## config.mk

```make
export PLATFORM = sky130hd
export DESIGN_NAME = stepper_phase_sequencer_top
export DESIGN_NICKNAME = d
export VERILOG_FILES = /design/src/hw/rtl/sps_pkg.sv /design/src/hw/rtl/stepper_phase_sequencer_top.sv /design/src/hw/rtl/sps_front.sv /design/src/hw/rtl/sps_fifo.sv /design/src/hw/rtl/sps_back.sv
export VERILOG_INCLUDE_DIRS = /design/src /design/src/hw/rtl
export SDC_FILE = /design/constraint.sdc
export NUM_CORES = 1
export LEC_CHECK = 0
export ABC_AREA = 1
export BUFFER_PORTS_ARGS = -buffer_cell sky130_fd_sc_hd__buf_2
export CAP_MARGIN = 20
export CELL_PAD_IN_SITES_DETAIL_PLACEMENT = 1
export CELL_PAD_IN_SITES_GLOBAL_PLACEMENT = 2
export CORE_MARGIN = 4
export CORE_UTILIZATION = 35
export CTS_BUF_LIST = sky130_fd_sc_hd__clkbuf_4 sky130_fd_sc_hd__clkbuf_8 sky130_fd_sc_hd__clkbuf_16
export CTS_CLUSTER_DIAMETER = 150
export DETAILED_ROUTE_END_ITERATION = 10
export PLACE_DENSITY_LB_ADDON = 0.1
export SETUP_SLACK_MARGIN = 0.4
export SLEW_MARGIN = 20
export SYNTH_ARGS = -nofsm -noshare
export SYNTH_HDL_FRONTEND = slang
export SYNTH_SLANG_ARGS = --single-unit
```

## constraint.sdc

```tcl
create_clock -name clk_i -period 2.8 [get_ports clk_i]
set_input_delay 0 -clock clk_i [delete_from_list [all_inputs] [get_ports clk_i]]
set_output_delay 0 -clock clk_i [all_outputs]
set_load 0.03 [all_outputs]
```

## src/hw/rtl/stepper_phase_sequencer_top_assert.svh

```systemverilog
// Assertion macros used by the stepper phase sequencer top level.
`ifndef STEPPER_PHASE_SEQUENCER_TOP_ASSERT_SVH
`define STEPPER_PHASE_SEQUENCER_TOP_ASSERT_SVH

// Same-cycle implication, checked on every clock edge out of reset.
`define SPS_ASSERT_IMP(lbl, ante, cons) \
  lbl: assert property (@(posedge clk_i) disable iff (!rst_ni) (ante) |-> (cons)) \
    else $error("sps: same-cycle check failed");

// Next-cycle implication, checked on every clock edge out of reset.
`define SPS_ASSERT_NXT(lbl, ante, cons) \
  lbl: assert property (@(posedge clk_i) disable iff (!rst_ni) (ante) |=> (cons)) \
    else $error("sps: next-cycle check failed");

`endif

```

## src/hw/rtl/sps_pkg.sv

```systemverilog
// Shared types, constants and the phase table of the stepper phase sequencer.
package sps_pkg;

  localparam int COUNT_BITS  = 15;
  localparam int STEP_IN_W   = 15;
  localparam int TICK_W      = 16;
  localparam int PHASE_W     = 3;
  localparam int COIL_W      = 4;
  localparam int PHASE_NUM   = 6;
  localparam int FIFO_DEPTH  = 2;
  localparam int FIFO_PTR_W  = (FIFO_DEPTH > 1) ? $clog2(FIFO_DEPTH) : 1;
  localparam int FIFO_CNT_W  = $clog2(FIFO_DEPTH + 1);

  localparam logic [PHASE_W-1:0] LAST_PHASE = PHASE_W'(PHASE_NUM - 1);
  localparam logic [PHASE_W-1:0] NUM_PHASE  = PHASE_W'(PHASE_NUM);

  typedef enum logic [1:0] {
    REQ_NOP  = 2'd0,
    REQ_TICK = 2'd1,
    REQ_MOVE = 2'd2
  } req_kind_e;

  typedef struct packed {
    req_kind_e               kind;
    logic [COUNT_BITS-1:0]   count;
    logic                    dir;
    logic [TICK_W-1:0]       delay;
  } work_t;

  typedef struct packed {
    logic empty;
    logic full;
  } fifo_stat_t;

  // Coil pattern for each phase position, bit0 is the first line.
  function automatic logic [COIL_W-1:0] phase_coils(logic [PHASE_W-1:0] idx);
    logic [COIL_W-1:0] pat;
    case (idx)
      3'd0:    pat = 4'h1;
      3'd1:    pat = 4'h3;
      3'd2:    pat = 4'h2;
      3'd3:    pat = 4'h6;
      3'd4:    pat = 4'h4;
      3'd5:    pat = 4'h8;
      default: pat = 4'h1;
    endcase
    return pat;
  endfunction

endpackage

```

## src/hw/rtl/stepper_phase_sequencer_top.sv

```systemverilog
// Top level of the stepper phase sequencer: front end, work queue and step engine.
//
//  channel | direction | payload                                       | handshake
//  in      | input     | req_type, step_count, direction, step_delay   | in_valid_i/in_ready_o
//  out     | output    | coil_drive, running, move_done, phase_index   | out_valid_o/out_ready_i
//
// One item per cycle sustained while the output is not stalled; an accepted item is first
// written into the two-entry queue, and the engine then loads its result into the result
// register as it pops the item from the queue.
// The step engine updates all counters and the phase table lookup together, at the edge that pops the item.
// Reset clears the motion state to idle with all coils low; no clearing pass is needed.
// A stalled output holds the engine; the queue absorbs up to two items before in_ready_o drops.
`include "stepper_phase_sequencer_top_assert.svh"

module stepper_phase_sequencer_top (
  input  logic                          clk_i,
  input  logic                          rst_ni,
  input  logic                          in_valid_i,
  output logic                          in_ready_o,
  input  logic                          req_type_i,
  input  logic [sps_pkg::STEP_IN_W-1:0] step_count_i,
  input  logic                          direction_i,
  input  logic [sps_pkg::TICK_W-1:0]    step_delay_i,
  output logic                          out_valid_o,
  input  logic                          out_ready_i,
  output logic [sps_pkg::COIL_W-1:0]    coil_drive_o,
  output logic                          running_o,
  output logic                          move_done_o,
  output logic [sps_pkg::PHASE_W-1:0]   phase_index_o
);
  import sps_pkg::*;

  fifo_stat_t fifo_stat;
  work_t      push_data;
  work_t      head;
  logic       push;
  logic       pop;

  // Classify incoming transactions
  sps_front u_front (
    .in_valid_i   (in_valid_i),
    .in_ready_o   (in_ready_o),
    .req_type_i   (req_type_i),
    .step_count_i (step_count_i),
    .direction_i  (direction_i),
    .step_delay_i (step_delay_i),
    .fifo_stat_i  (fifo_stat),
    .push_o       (push),
    .push_data_o  (push_data)
  );

  // Decouple front and back
  sps_fifo u_fifo (
    .clk_i       (clk_i),
    .rst_ni      (rst_ni),
    .push_i      (push),
    .push_data_i (push_data),
    .pop_i       (pop),
    .head_o      (head),
    .stat_o      (fifo_stat)
  );

  // Run the motion state
  sps_back u_back (
    .clk_i         (clk_i),
    .rst_ni        (rst_ni),
    .head_i        (head),
    .fifo_stat_i   (fifo_stat),
    .pop_o         (pop),
    .out_valid_o   (out_valid_o),
    .out_ready_i   (out_ready_i),
    .coil_drive_o  (coil_drive_o),
    .running_o     (running_o),
    .move_done_o   (move_done_o),
    .phase_index_o (phase_index_o)
  );

  // Checks
  `SPS_ASSERT_IMP(a_done_stops, out_valid_o && move_done_o, !running_o && coil_drive_o == '0)
  `SPS_ASSERT_IMP(a_idle_coils_low, !running_o, coil_drive_o == '0)
  `SPS_ASSERT_IMP(a_phase_range, 1'b1, phase_index_o <= LAST_PHASE)
  `SPS_ASSERT_NXT(a_push_lands, in_valid_i && in_ready_o, !fifo_stat.empty || out_valid_o)

endmodule

```

## src/hw/rtl/sps_front.sv

```systemverilog
// Front end: takes input transactions, classifies them and pushes work to the queue.
module sps_front (
  input  logic                          in_valid_i,
  output logic                          in_ready_o,
  input  logic                          req_type_i,
  input  logic [sps_pkg::STEP_IN_W-1:0] step_count_i,
  input  logic                          direction_i,
  input  logic [sps_pkg::TICK_W-1:0]    step_delay_i,
  input  sps_pkg::fifo_stat_t           fifo_stat_i,
  output logic                          push_o,
  output sps_pkg::work_t                push_data_o
);
  import sps_pkg::*;

  logic [COUNT_BITS-1:0] count_masked;

  // Mask the step count to the counter width
  assign count_masked = COUNT_BITS'(step_count_i);

  // Accept whenever the queue has room
  assign in_ready_o = !fifo_stat_i.full;
  assign push_o     = in_valid_i && !fifo_stat_i.full;

  // Classify: tick, real move, or move with zero count that is pushed as a no-op
  always_comb begin
    push_data_o.count = count_masked;
    push_data_o.dir   = direction_i;
    push_data_o.delay = step_delay_i;
    if (!req_type_i) begin
      push_data_o.kind = REQ_TICK;
    end else if (count_masked != '0) begin
      push_data_o.kind = REQ_MOVE;
    end else begin
      push_data_o.kind = REQ_NOP;
    end
  end

endmodule

```

## src/hw/rtl/sps_fifo.sv

```systemverilog
// Short work queue between the front end and the step engine.
module sps_fifo (
  input  logic                clk_i,
  input  logic                rst_ni,
  input  logic                push_i,
  input  sps_pkg::work_t      push_data_i,
  input  logic                pop_i,
  output sps_pkg::work_t      head_o,
  output sps_pkg::fifo_stat_t stat_o
);
  import sps_pkg::*;

  work_t                 mem_q [FIFO_DEPTH];
  logic [FIFO_PTR_W-1:0] wr_ptr_q, wr_ptr_d;
  logic [FIFO_PTR_W-1:0] rd_ptr_q, rd_ptr_d;
  logic [FIFO_CNT_W-1:0] cnt_q, cnt_d;

  // Status toward both sides
  assign stat_o.empty = (cnt_q == '0);
  assign stat_o.full  = (cnt_q == FIFO_CNT_W'(FIFO_DEPTH));
  assign head_o       = mem_q[rd_ptr_q];

  // Advance pointers and fill count
  always_comb begin
    wr_ptr_d = wr_ptr_q;
    rd_ptr_d = rd_ptr_q;
    cnt_d    = cnt_q;
    if (push_i) begin
      wr_ptr_d = (wr_ptr_q == FIFO_PTR_W'(FIFO_DEPTH - 1)) ? '0 : wr_ptr_q + 1'b1;
    end
    if (pop_i) begin
      rd_ptr_d = (rd_ptr_q == FIFO_PTR_W'(FIFO_DEPTH - 1)) ? '0 : rd_ptr_q + 1'b1;
    end
    if (push_i && !pop_i) begin
      cnt_d = cnt_q + 1'b1;
    end else if (!push_i && pop_i) begin
      cnt_d = cnt_q - 1'b1;
    end
  end

  always_ff @(posedge clk_i or negedge rst_ni) begin
    if (!rst_ni) begin
      wr_ptr_q <= '0;
      rd_ptr_q <= '0;
      cnt_q    <= '0;
    end else begin
      wr_ptr_q <= wr_ptr_d;
      rd_ptr_q <= rd_ptr_d;
      cnt_q    <= cnt_d;
    end
  end

  // Store pushed work
  always_ff @(posedge clk_i) begin
    if (push_i) begin
      mem_q[wr_ptr_q] <= push_data_i;
    end
  end

endmodule

```

## src/hw/rtl/sps_back.sv

```systemverilog
// Step engine: runs queued work against the motion state and holds the result.
module sps_back (
  input  logic                        clk_i,
  input  logic                        rst_ni,
  input  sps_pkg::work_t              head_i,
  input  sps_pkg::fifo_stat_t         fifo_stat_i,
  output logic                        pop_o,
  output logic                        out_valid_o,
  input  logic                        out_ready_i,
  output logic [sps_pkg::COIL_W-1:0]  coil_drive_o,
  output logic                        running_o,
  output logic                        move_done_o,
  output logic [sps_pkg::PHASE_W-1:0] phase_index_o
);
  import sps_pkg::*;

  logic [PHASE_W-1:0]    phase_q, phase_d;
  logic [TICK_W-1:0]     tick_q, tick_d;
  logic [COUNT_BITS-1:0] done_cnt_q, done_cnt_d;
  logic [COUNT_BITS-1:0] target_q, target_d;
  logic                  dir_q, dir_d;
  logic [TICK_W-1:0]     delay_q, delay_d;
  logic                  active_q, active_d;
  logic [COIL_W-1:0]     coil_q, coil_d;
  logic                  out_valid_q, out_valid_d;
  logic                  done_q, done_d;

  logic [TICK_W-1:0]     tick_inc;
  logic [COUNT_BITS-1:0] done_inc;
  logic [PHASE_W-1:0]    phase_next;
  logic                  step_hit;
  logic                  finish;

  // Take the next work item when the result slot is free or being drained
  assign pop_o = !fifo_stat_i.empty && (!out_valid_q || out_ready_i);

  // Step arithmetic
  assign tick_inc = tick_q + 1'b1;
  assign step_hit = (tick_inc >= delay_q);
  assign done_inc = done_cnt_q + 1'b1;
  assign finish   = (done_inc >= target_q);

  always_comb begin
    if (!dir_q) begin
      phase_next = (phase_q >= LAST_PHASE) ? '0 : phase_q + 1'b1;
    end else begin
      phase_next = (phase_q == '0 || phase_q >= NUM_PHASE) ? LAST_PHASE : phase_q - 1'b1;
    end
  end

  // Apply one work item to the motion state
  always_comb begin
    phase_d     = phase_q;
    tick_d      = tick_q;
    done_cnt_d  = done_cnt_q;
    target_d    = target_q;
    dir_d       = dir_q;
    delay_d     = delay_q;
    active_d    = active_q;
    coil_d      = coil_q;
    done_d      = done_q;
    out_valid_d = out_valid_q;
    if (out_ready_i) begin
      out_valid_d = 1'b0;
    end
    if (pop_o) begin
      out_valid_d = 1'b1;
      done_d      = 1'b0;
      case (head_i.kind)
        REQ_MOVE: begin
          target_d = head_i.count;
          dir_d    = head_i.dir;
          delay_d  = head_i.delay;
          active_d = 1'b1;
        end
        REQ_TICK: begin
          if (active_q) begin
            tick_d = step_hit ? '0 : tick_inc;
            if (step_hit) begin
              phase_d = phase_next;
              if (finish) begin
                active_d   = 1'b0;
                done_cnt_d = '0;
                target_d   = '0;
                coil_d     = '0;
                done_d     = 1'b1;
              end else begin
                done_cnt_d = done_inc;
                coil_d     = phase_coils(phase_next);
              end
            end
          end
        end
        default: begin
        end
      endcase
    end
  end

  always_ff @(posedge clk_i or negedge rst_ni) begin
    if (!rst_ni) begin
      phase_q     <= '0;
      tick_q      <= '0;
      done_cnt_q  <= '0;
      target_q    <= '0;
      dir_q       <= 1'b0;
      delay_q     <= '0;
      active_q    <= 1'b0;
      coil_q      <= '0;
      done_q      <= 1'b0;
      out_valid_q <= 1'b0;
    end else begin
      phase_q     <= phase_d;
      tick_q      <= tick_d;
      done_cnt_q  <= done_cnt_d;
      target_q    <= target_d;
      dir_q       <= dir_d;
      delay_q     <= delay_d;
      active_q    <= active_d;
      coil_q      <= coil_d;
      done_q      <= done_d;
      out_valid_q <= out_valid_d;
    end
  end

  // Result shows the state left by the last item
  assign out_valid_o   = out_valid_q;
  assign coil_drive_o  = coil_q;
  assign running_o     = active_q;
  assign move_done_o   = done_q;
  assign phase_index_o = phase_q;

endmodule

```

; Yosys cells after proc, flatten, opt, wreduce, memory -nomap -nowiden
; Memory sizes are Yosys's and may differ from the RTL's.
; Cells that the tools add are included.
[op_classes]
n_lt_le_gt_ge = 4
n_addsub = 8
n_eq_ne = 11
muxes = 29
reduce_logical = 22
[op_table]
columns = cell, count
row1 = $mux 15, 4
row2 = $pmux 15 s2, 1
row3 = $pmux 4 s5, 1
row4 = $add 16x1->16 const B, 1
row5 = $ge 16x16->1, 1
row6 = $mux 16, 1
row7 = $add 15x1->15 const B, 1
row8 = $ge 15x15->1, 1
row9 = $reduce_bool 15->1, 1
row10 = $mux 1, 13
row11 = $mux 3, 3
row12 = $mux 2, 4
row13 = $eq 3x2->1 const B, 2
row14 = $eq 3x3->1 const B, 2
row15 = $ge 3x3->1 const B, 2
row16 = $ne 2x1->1 const B, 3
row17 = $reduce_bool 2->1, 3
row18 = $logic_not 1->1, 5
row19 = $reduce_and 5->1, 1
row20 = $eq 2x2->1 const B, 2
row21 = $logic_and 1x1->1, 4
row22 = $mux 4, 1
row23 = $reduce_and 2->1, 2
row24 = $reduce_and 4->1, 1
row25 = other kinds (12), 14
[totals]
ramBits = 68
input_bits = 37
register_bits = 77
output_inout_bits = 11
n_memories = 1
[mem_list]
columns = memory, depth, word_bits, read_ports, rd_ports_with_merged_regs, wr, line_no
row1 = u_fifo.mem_q, 2, 34, 1, 0, 1, sps_fifo.sv:13  ; work_t mem_q [FIFO_DEPTH];

; Logic depth before layout (Yosys ltp)
; Gate-level depths: netlist (run 1).
[logic_depth]
ltp_word = 7
mapped_depth = 19

; Hierarchy
; A second synthesis (run 1) with hierarchy kept.
[hier_totals]
cells_unflattened = 786
hier_area_um2 = 7701.1
[by_module_without_submodules]
columns = mod, cells_each, area_per_inst_um2, instances
row1 = sps_back, 604, 4576.9, 1
row2 = sps_fifo, 131, 2811.4, 1
row3 = sps_front, 51, 312.8, 1

; Worst setup path after synthesis (run 1)
; No wires, ideal clock.
[synth_timing]
path_kind = register to register
start = reg u_fifo.cnt_q[0]
end = mem u_fifo.mem_q[1][0] in the netlist's numbering, enable pin
path_slack_ns = 0.041
t_required_ns = 2.373
path_buffers = 0
setup_ns = 0.427
stages_incl_launch_ff = 5
arrival_ns = 2.333
cell_sequence = dfrtp_1 > inv_1 > nand2_1 > nand2_1 > nor2_1
[synth_via]
elab_chain_len = 5
[synth_rtl]
columns = element, line_no
row1 = from (decl), sps_fifo.sv:16  ; logic [FIFO_CNT_W-1:0] cnt_q, cnt_d;
row2 = from (signal assigned), sps_fifo.sv:49  ; cnt_q <= cnt_d;
row3 = $eq 2x2->1, sps_fifo.sv:20  ; assign stat_o.full = (cnt_q == FIFO_CNT_W'(FIFO_DEPTH));
row4 = $logic_not 1->1, n/a
row5 = via in_ready_o, stepper_phase_sequencer_top.sv:19  ; output logic in_ready_o,
row6 = $logic_and 1x1->1, sps_front.sv:22  ; assign push_o = in_valid_i && !fifo_stat_i.full;
row7 = $mux 1, sps_fifo.sv:55  ; if (push_i) begin
row8 = $mux 1 (not written as such), sps_fifo.sv:56  ; mem_q[wr_ptr_q] <= push_data_i;
row9 = to (decl), sps_fifo.sv:13
; The timed path passes the listed nets, and every way through them passes these cells.

; Final worst setup path (run 1)
[layout_timing]
start = reg u_back.tick_q[0]
end = reg u_back.done_cnt_q[4]
[layout_via]
elab_chain_len = 3
[layout_rtl]
columns = element, line_no
row1 = from (decl), sps_back.sv:18  ; logic [TICK_W-1:0] tick_q, tick_d;
row2 = from (signal assigned), sps_back.sv:114  ; tick_q <= tick_d;
row3 = $add 16x1->16, sps_back.sv:38  ; assign tick_inc = tick_q + 1'b1;
row4 = $ge 16x16->1, sps_back.sv:39  ; assign step_hit = (tick_inc >= delay_q);
row5 = $reduce_and 4->1 (no line), n/a
row6 = to (signal assigned), sps_back.sv:115  ; done_cnt_q <= done_cnt_d;
row7 = to (decl), sps_back.sv:19  ; logic [COUNT_BITS-1:0] done_cnt_q, done_cnt_d;
; No other way between the ends.
; A chain may end at the register's enable or synchronous reset.

==> reports/qor.txt, run 1 <==
nets: 963
Peak VDD IR: 501 uV
pwr/cell area: 987 mW/mm^2
Synth cell types: 39
final non-filler cell area: 0.00969 sq mm
most common cell after layout, fill and taps aside: nand2_1
Die X: 152 microns
drt total wl: 17,800 microns
total of warnings raised by yosys: 0
period utilization: 0.965
Core Footprint: 0.0204 sq mm
top cell type's share of synthesized area: 0.281
met2 Usage GRT: 0.256
Yosys reg bits: 145
Crit path required time: 3160 ps
Setup TNS Final: 0 ps
Mapped Nets: 831
initial core utilization: 0.357
vias in the first global route: 5,891
Clk Latency, worst-skew pair: 420 ps
met1 usage: 0.216
gpl congestion: 0.766
# diodes: 0
Setup Viol. Count Final: 0
Leakage: 0.00453 uW
total gr overflow: 0
Reg clk slew, reported paths: 70 ps
Min-Delay Path Class: in2async
status: finished, final reports clean
Yosys top cell by area: edfxtp_1
crit path kind: reg2reg
Post-Synthesis Cells: 754
GR Util All Layers: 0.158
max-cap violations: 0
Root Buffer Master: clkbuf_16
met3 usage: 0.0352
DPL Wire Length: 12,200 microns
GR peak layer: met2
mean area per synthesized cell: 9.65 sq um
Core Rows: 52
Worst-Margin Slew: 542 ps
CTS sink cnt: 145
die height: 152 microns
proportion of layout cells with a drive suffix above 1: 0.317
final hold vios: 0
Min Clock Period, post-route: 2700 ps
Post-DRT Antenna Nets: 0
mapped cell area: 0.00728 sq mm
commonest cells after routing, fill and taps aside: nand2_1, inv_1, dfrtp_1
Iter 0 DRT Violations: 130
sequential area share after synthesis: 0.545
Area growth, synth to finish: 33.1%
Slew headroom: 0.636
CP startpoint kind: flop
skew final: 9.13 ps
Final WS setup: 97.4 ps
routed vias/inst: 4.68
Slew Limit Fails: 0
Peak Freq: 370 MHz
# DRC: 0
worst path arrival time: 3060 ps
crit-path max FO: 8
drt pass-1 iters: 4
I/O pins: 48
WL per Instance: 15.2 microns
# H-tree levels: 4
CTS max path bufs: 2
initial antenna violation count: 0
first-pass GRT wire length: 29,700 microns
largest net degree at the start of global routing: 36
pre-CTS WS: -71.6 ps
IO buf count: 47
final core utilization: 0.476
placement-stage cell area: 0.00798 sq mm
most area-consuming cells after synthesis: edfxtp_1, dfrtp_1, nand2_1, ha_1, inv_1
Vias: 5,470
RSZ-0062 raised after global routing: true
endpoint type of the worst setup path: flop
die footprint: 0.0232 sq mm
CTS tree: built
cts bufs inserted: 17
power breakdown:
part / internal (uW) / total [uW] / switching, uW
clock: 1190 / 2200 / 1000
combinational: 1520 / 4140 / 2620
sequential: 2910 / 3220 / 313
Yosys cell counts:
cell type,n
or2_2,18
o21ai_2,1
nand3_1,28
nor2_8,2
o21ai_4,1
nor2_2,5
nor4_1,3
a21o_1,1
nor3_2,3
o211ai_1,16
nand2_4,3
buf_1,2
a21oi_1,14
xor2_1,21
clkbuf_1,7
o21ai_1,8
xnor2_1,11
inv_2,6
nand2_2,13
nor2_1,63
a41oi_1,1
nand2_1,177
buf_12,1
clkinv_1,2
nand3b_1,1
o21a_1,2
inv_1,83
o21ai_0,44
nor3_1,8
nor2_4,2
nand3_4,2
nand4_1,7
buf_6,1
buf_2,8
edfxtp_1,68
a21oi_2,3
dfrtp_1,77
ha_1,40
nor3b_2,1
final timing paths:
kind                            depth (start not counted)                   start  slack (ps)                     end
worst max register to register                         15        u_back.tick_q[0]         100    u_back.done_cnt_q[4]
worst max-delay path                                   15        u_back.tick_q[0]         100    u_back.done_cnt_q[4]
worst min-delay path                                    2                  rst_ni          60        u_back.tick_q[9]
worst min register to register                          2  u_back.coil_drive_o[2]         470  u_back.coil_drive_o[2]
min in group clk_i                                      2         step_delay_i[3]         300      u_fifo.mem_q[1][3]
max in group asynchronous                               3                  rst_ni        2030      u_back.delay_q[10]
layer usage:
metal / vias to the layer above / part of all wire
li1: 2722 / -
met1: 2664 / 0.48
met2: 73 / 0.48
met3: 11 / 0.032
met4: 0 / 0.0097
met5: - / 0
timing repair:
item | 4_1_cts | 5_1_grt
buffers inserted | 12 | 11
hold buffers | 36 | 0
gates resized for setup | 38 | 93
endpoints found under the setup margin | 55 | 55
endpoints found under the hold margin | 104 | 0
pin swaps | 18 | 28
cloned | 2 | 1
layout make-up:
class,instances,area [sq um]
well taps,270,338
multi-input cells,500,3380
inverters,91,342
repair buffers,131,1090
clock buffers,18,433
clock inverters,14,134
fillers,2266,10700
flip-flops and latches,145,3970
critical path: stages, from the launching register on:
cell and delay [ps]:
dfrtp_1 390, ha_2 230, nand3_4 90, nor3_4 210
nand3_2 130, xor2_2 190, ha_1 300, nand2_2 70
nor3_2 190, nand2_2 80, nand2_4 140, nand2_8 110
buf_12 160, nor2_8 200, nand2_1 80, nand2_1 60
cell families (layout without fill, tap and decap cells):
| kind of cell | Yosys count | count (layout) | synth area share |
|---|---|---|---|
| xor gates and xnor gates | 32 | 32 | 0.0385 |
| AOI/OAI and AO/OA | 91 | 91 | 0.0732 |
| buffers and inverters | 110 | 254 | 0.0614 |
| and+or+nand+nor | 336 | 337 | 0.213 |
| DFF | 145 | 145 | 0.545 |
| adders and majority gates | 40 | 40 | 0.0688 |
registers in the layout (all words and copies together), names as in the netlist, 2 cells and up:
| register | count |
|---|---|
| u_back.done_cnt_q | 15 |
| u_fifo.cnt_q | 2 |
| u_back.tick_q | 16 |
| u_back.phase_index_o | 3 |
| u_fifo.mem_q | 68 |
| u_back.delay_q | 16 |
| u_back.target_q | 15 |
| u_back.coil_drive_o | 4 |
per-stage QoR:
step / std cells / hold slack [ps] / power (uW)
2_1_floorplan: 754 / -296 / 5730
3_3_place_gp: 1075 / -23.1 / 6580
3_5_place_dp: 1075 / -20.9 / 6760
4_1_cts: 1157 / 81.4 / 9270
5_1_grt: 1169 / 103 / 10400
6_report: 1169 / 63.3 / 9560
No activity file was read; power rests on OpenSTA's default activity.
==> inputs of run 2 (changes only) <==
Settings changed: HOLD_SLACK_MARGIN from default to 0.15.
==> run 2 against run 1 <==
Via count rose by 0.24%. Hold slack improved by 240 ps. Count of clock-buffer cells in the layout unchanged. Clock skew rose by 1.1 ps. Routed wire length grew 0.32%. Highest routed layer unchanged. Largest cell class unchanged. Largest power group unchanged. Sequential power hardly changed. Non-clock buffer count is 2 higher.
==> reports/qor.txt, run 2 (synthesis gave the netlist of run 1 again) <==
status: finished, final reports clean
final hold slack: 305 ps
I/O pins: 48
pre-CTS WS: -71.6 ps
vias in the first global route: 5,901
die footprint: 0.0232 sq mm
commonest cells after routing, fill and taps aside: nand2_1, inv_1, dfrtp_1
# H-tree levels: 4
# DRC: 0
met3 usage: 0.0352
Biggest register: u_fifo.mem_q
drt pass-1 iters: 4
nets: 965
Vias: 5,483
flip-flop count of the largest register after layout: 68
IO buf count: 47
Worst-Margin Slew: 536 ps
Crit path required time: 3160 ps
GR Util All Layers: 0.158
die height: 152 microns
drt total wl: 17,900 microns
worst path arrival time: 3060 ps
Reg clk slew, reported paths: 70 ps
Core Rows: 52
final non-filler cell area: 0.00972 sq mm
first-pass GRT wire length: 29,800 microns
# diodes: 0
total gr overflow: 0
WL per Instance: 15.3 microns
routed vias/inst: 4.68
Final Power: 9560 uW
sequential cell area: 0.00397 sq mm
multi-input logic area: 0.00338 sq mm
Min Clock Period, post-route: 2700 ps
Slew Limit Fails: 0
Leakage: 0.00454 uW
placement-stage cell area: 0.00798 sq mm
GR peak layer: met2
Peak Freq: 370 MHz
final hold vios: 0
max-cap violations: 0
Slew headroom: 0.640
Min-Delay Path Class: in2reg
endpoint type of the worst setup path: flop
Clk Latency, worst-skew pair: 420 ps
Post-DRT Antenna Nets: 0
cts bufs inserted: 17
crit-path max FO: 8
CTS max path bufs: 2
Area growth, synth to finish: 33.5%
DPL Wire Length: 12,200 microns
Die X: 152 microns
FILL cells: 2,264
crit path kind: reg2reg
Core Footprint: 0.0204 sq mm
CTS sink cnt: 145
skew final: 10.2 ps
most common cell after layout, fill and taps aside: nand2_1
period utilization: 0.966
pwr/cell area: 984 mW/mm^2
Root Buffer Master: clkbuf_16
Peak VDD IR: 499 uV
Iter 0 DRT Violations: 134
CP startpoint kind: flop
proportion of layout cells with a drive suffix above 1: 0.317
met1 usage: 0.217
final core utilization: 0.477
Final WS setup: 95.3 ps
RSZ-0062 raised after global routing: true
Largest regs: u_fifo.mem_q (68), u_back.delay_q (16), u_back.tick_q (16)
CTS tree: built
gpl congestion: 0.766
initial core utilization: 0.357
largest net degree at the start of global routing: 36
initial antenna violation count: 0
met2 Usage GRT: 0.257
Setup Viol. Count Final: 0
[run 2: changes by cell type in the layout (fill, tap and decap cells not counted), sizes merged]
cell         previous run  this run
dlygate4sd3            36        37
buf                    93        94
[run 2: routing by layer]
layer,vias up,wire length [microns]
li1,2727,-
met3,12,602
met5,-,0
met1,2667,8500
met2,77,8590
met4,0,181
[run 2: worst paths after layout]
kind                                   startpoint                     end  slack, ps  depth (start not counted)
hold reg to reg            u_back.coil_drive_o[2]  u_back.coil_drive_o[2]        470                          2
hold / removal                    step_delay_i[3]      u_fifo.mem_q[1][3]        300                          2
min in group asynchronous                  rst_ni        u_back.tick_q[9]        640                          4
setup reg to reg                 u_back.tick_q[1]    u_back.done_cnt_q[4]        100                         15
setup / recovery                 u_back.tick_q[1]    u_back.done_cnt_q[4]        100                         15
max in group asynchronous                  rst_ni      u_back.delay_q[10]       1810                          4
[run 2: worst max-delay path, cell delays in order, from the launching register on]
cell and delay, ps:
dfrtp_1 390, ha_2 230, nand3_4 90, nor3_4 210, nand3_2 130, xor2_2 190
ha_1 300, nand2_2 70, nor3_2 190, nand2_2 80, nand2_4 140, nand2_8 110
buf_12 160, nor2_8 200, nand2_1 80, nand2_1 60
[run 2: power breakdown]
part	internal, uW	total [uW]	leakage (uW)	switching [uW]
Sequential	2910	3220	0.00161	313
Clock	1190	2200	0.000280	1000
Combinational	1530	4150	0.00265	2620
Total	5630	9560	0.00454	3930
[run 2: repair_timing]
action | in CTS | in global routing
pin swaps | 18 | 28
hold buffers | 38 | 0
gates resized for setup | 38 | 93
cloned | 2 | 1
endpoints found under the setup margin | 55 | 55
hold endpoints to repair | 150 | 0
buffers inserted | 12 | 11
[run 2: final cells by class]
cell class,count,share of cell area
flip-flops and latches,145,0.409
multi-input cells,500,0.348
repair buffers,133,0.116
clock buffers,18,0.0446
inverters,91,0.0352
well taps,270,0.0348
clock inverters,14,0.0138
[run 2: through the flow]
stage               setup TNS, ps  instances
finish                          0       1171
global route                -2030       1171
CTS                             0       1159
detailed placement           -890       1075
global placement                0       1075
floorplan                       0        754
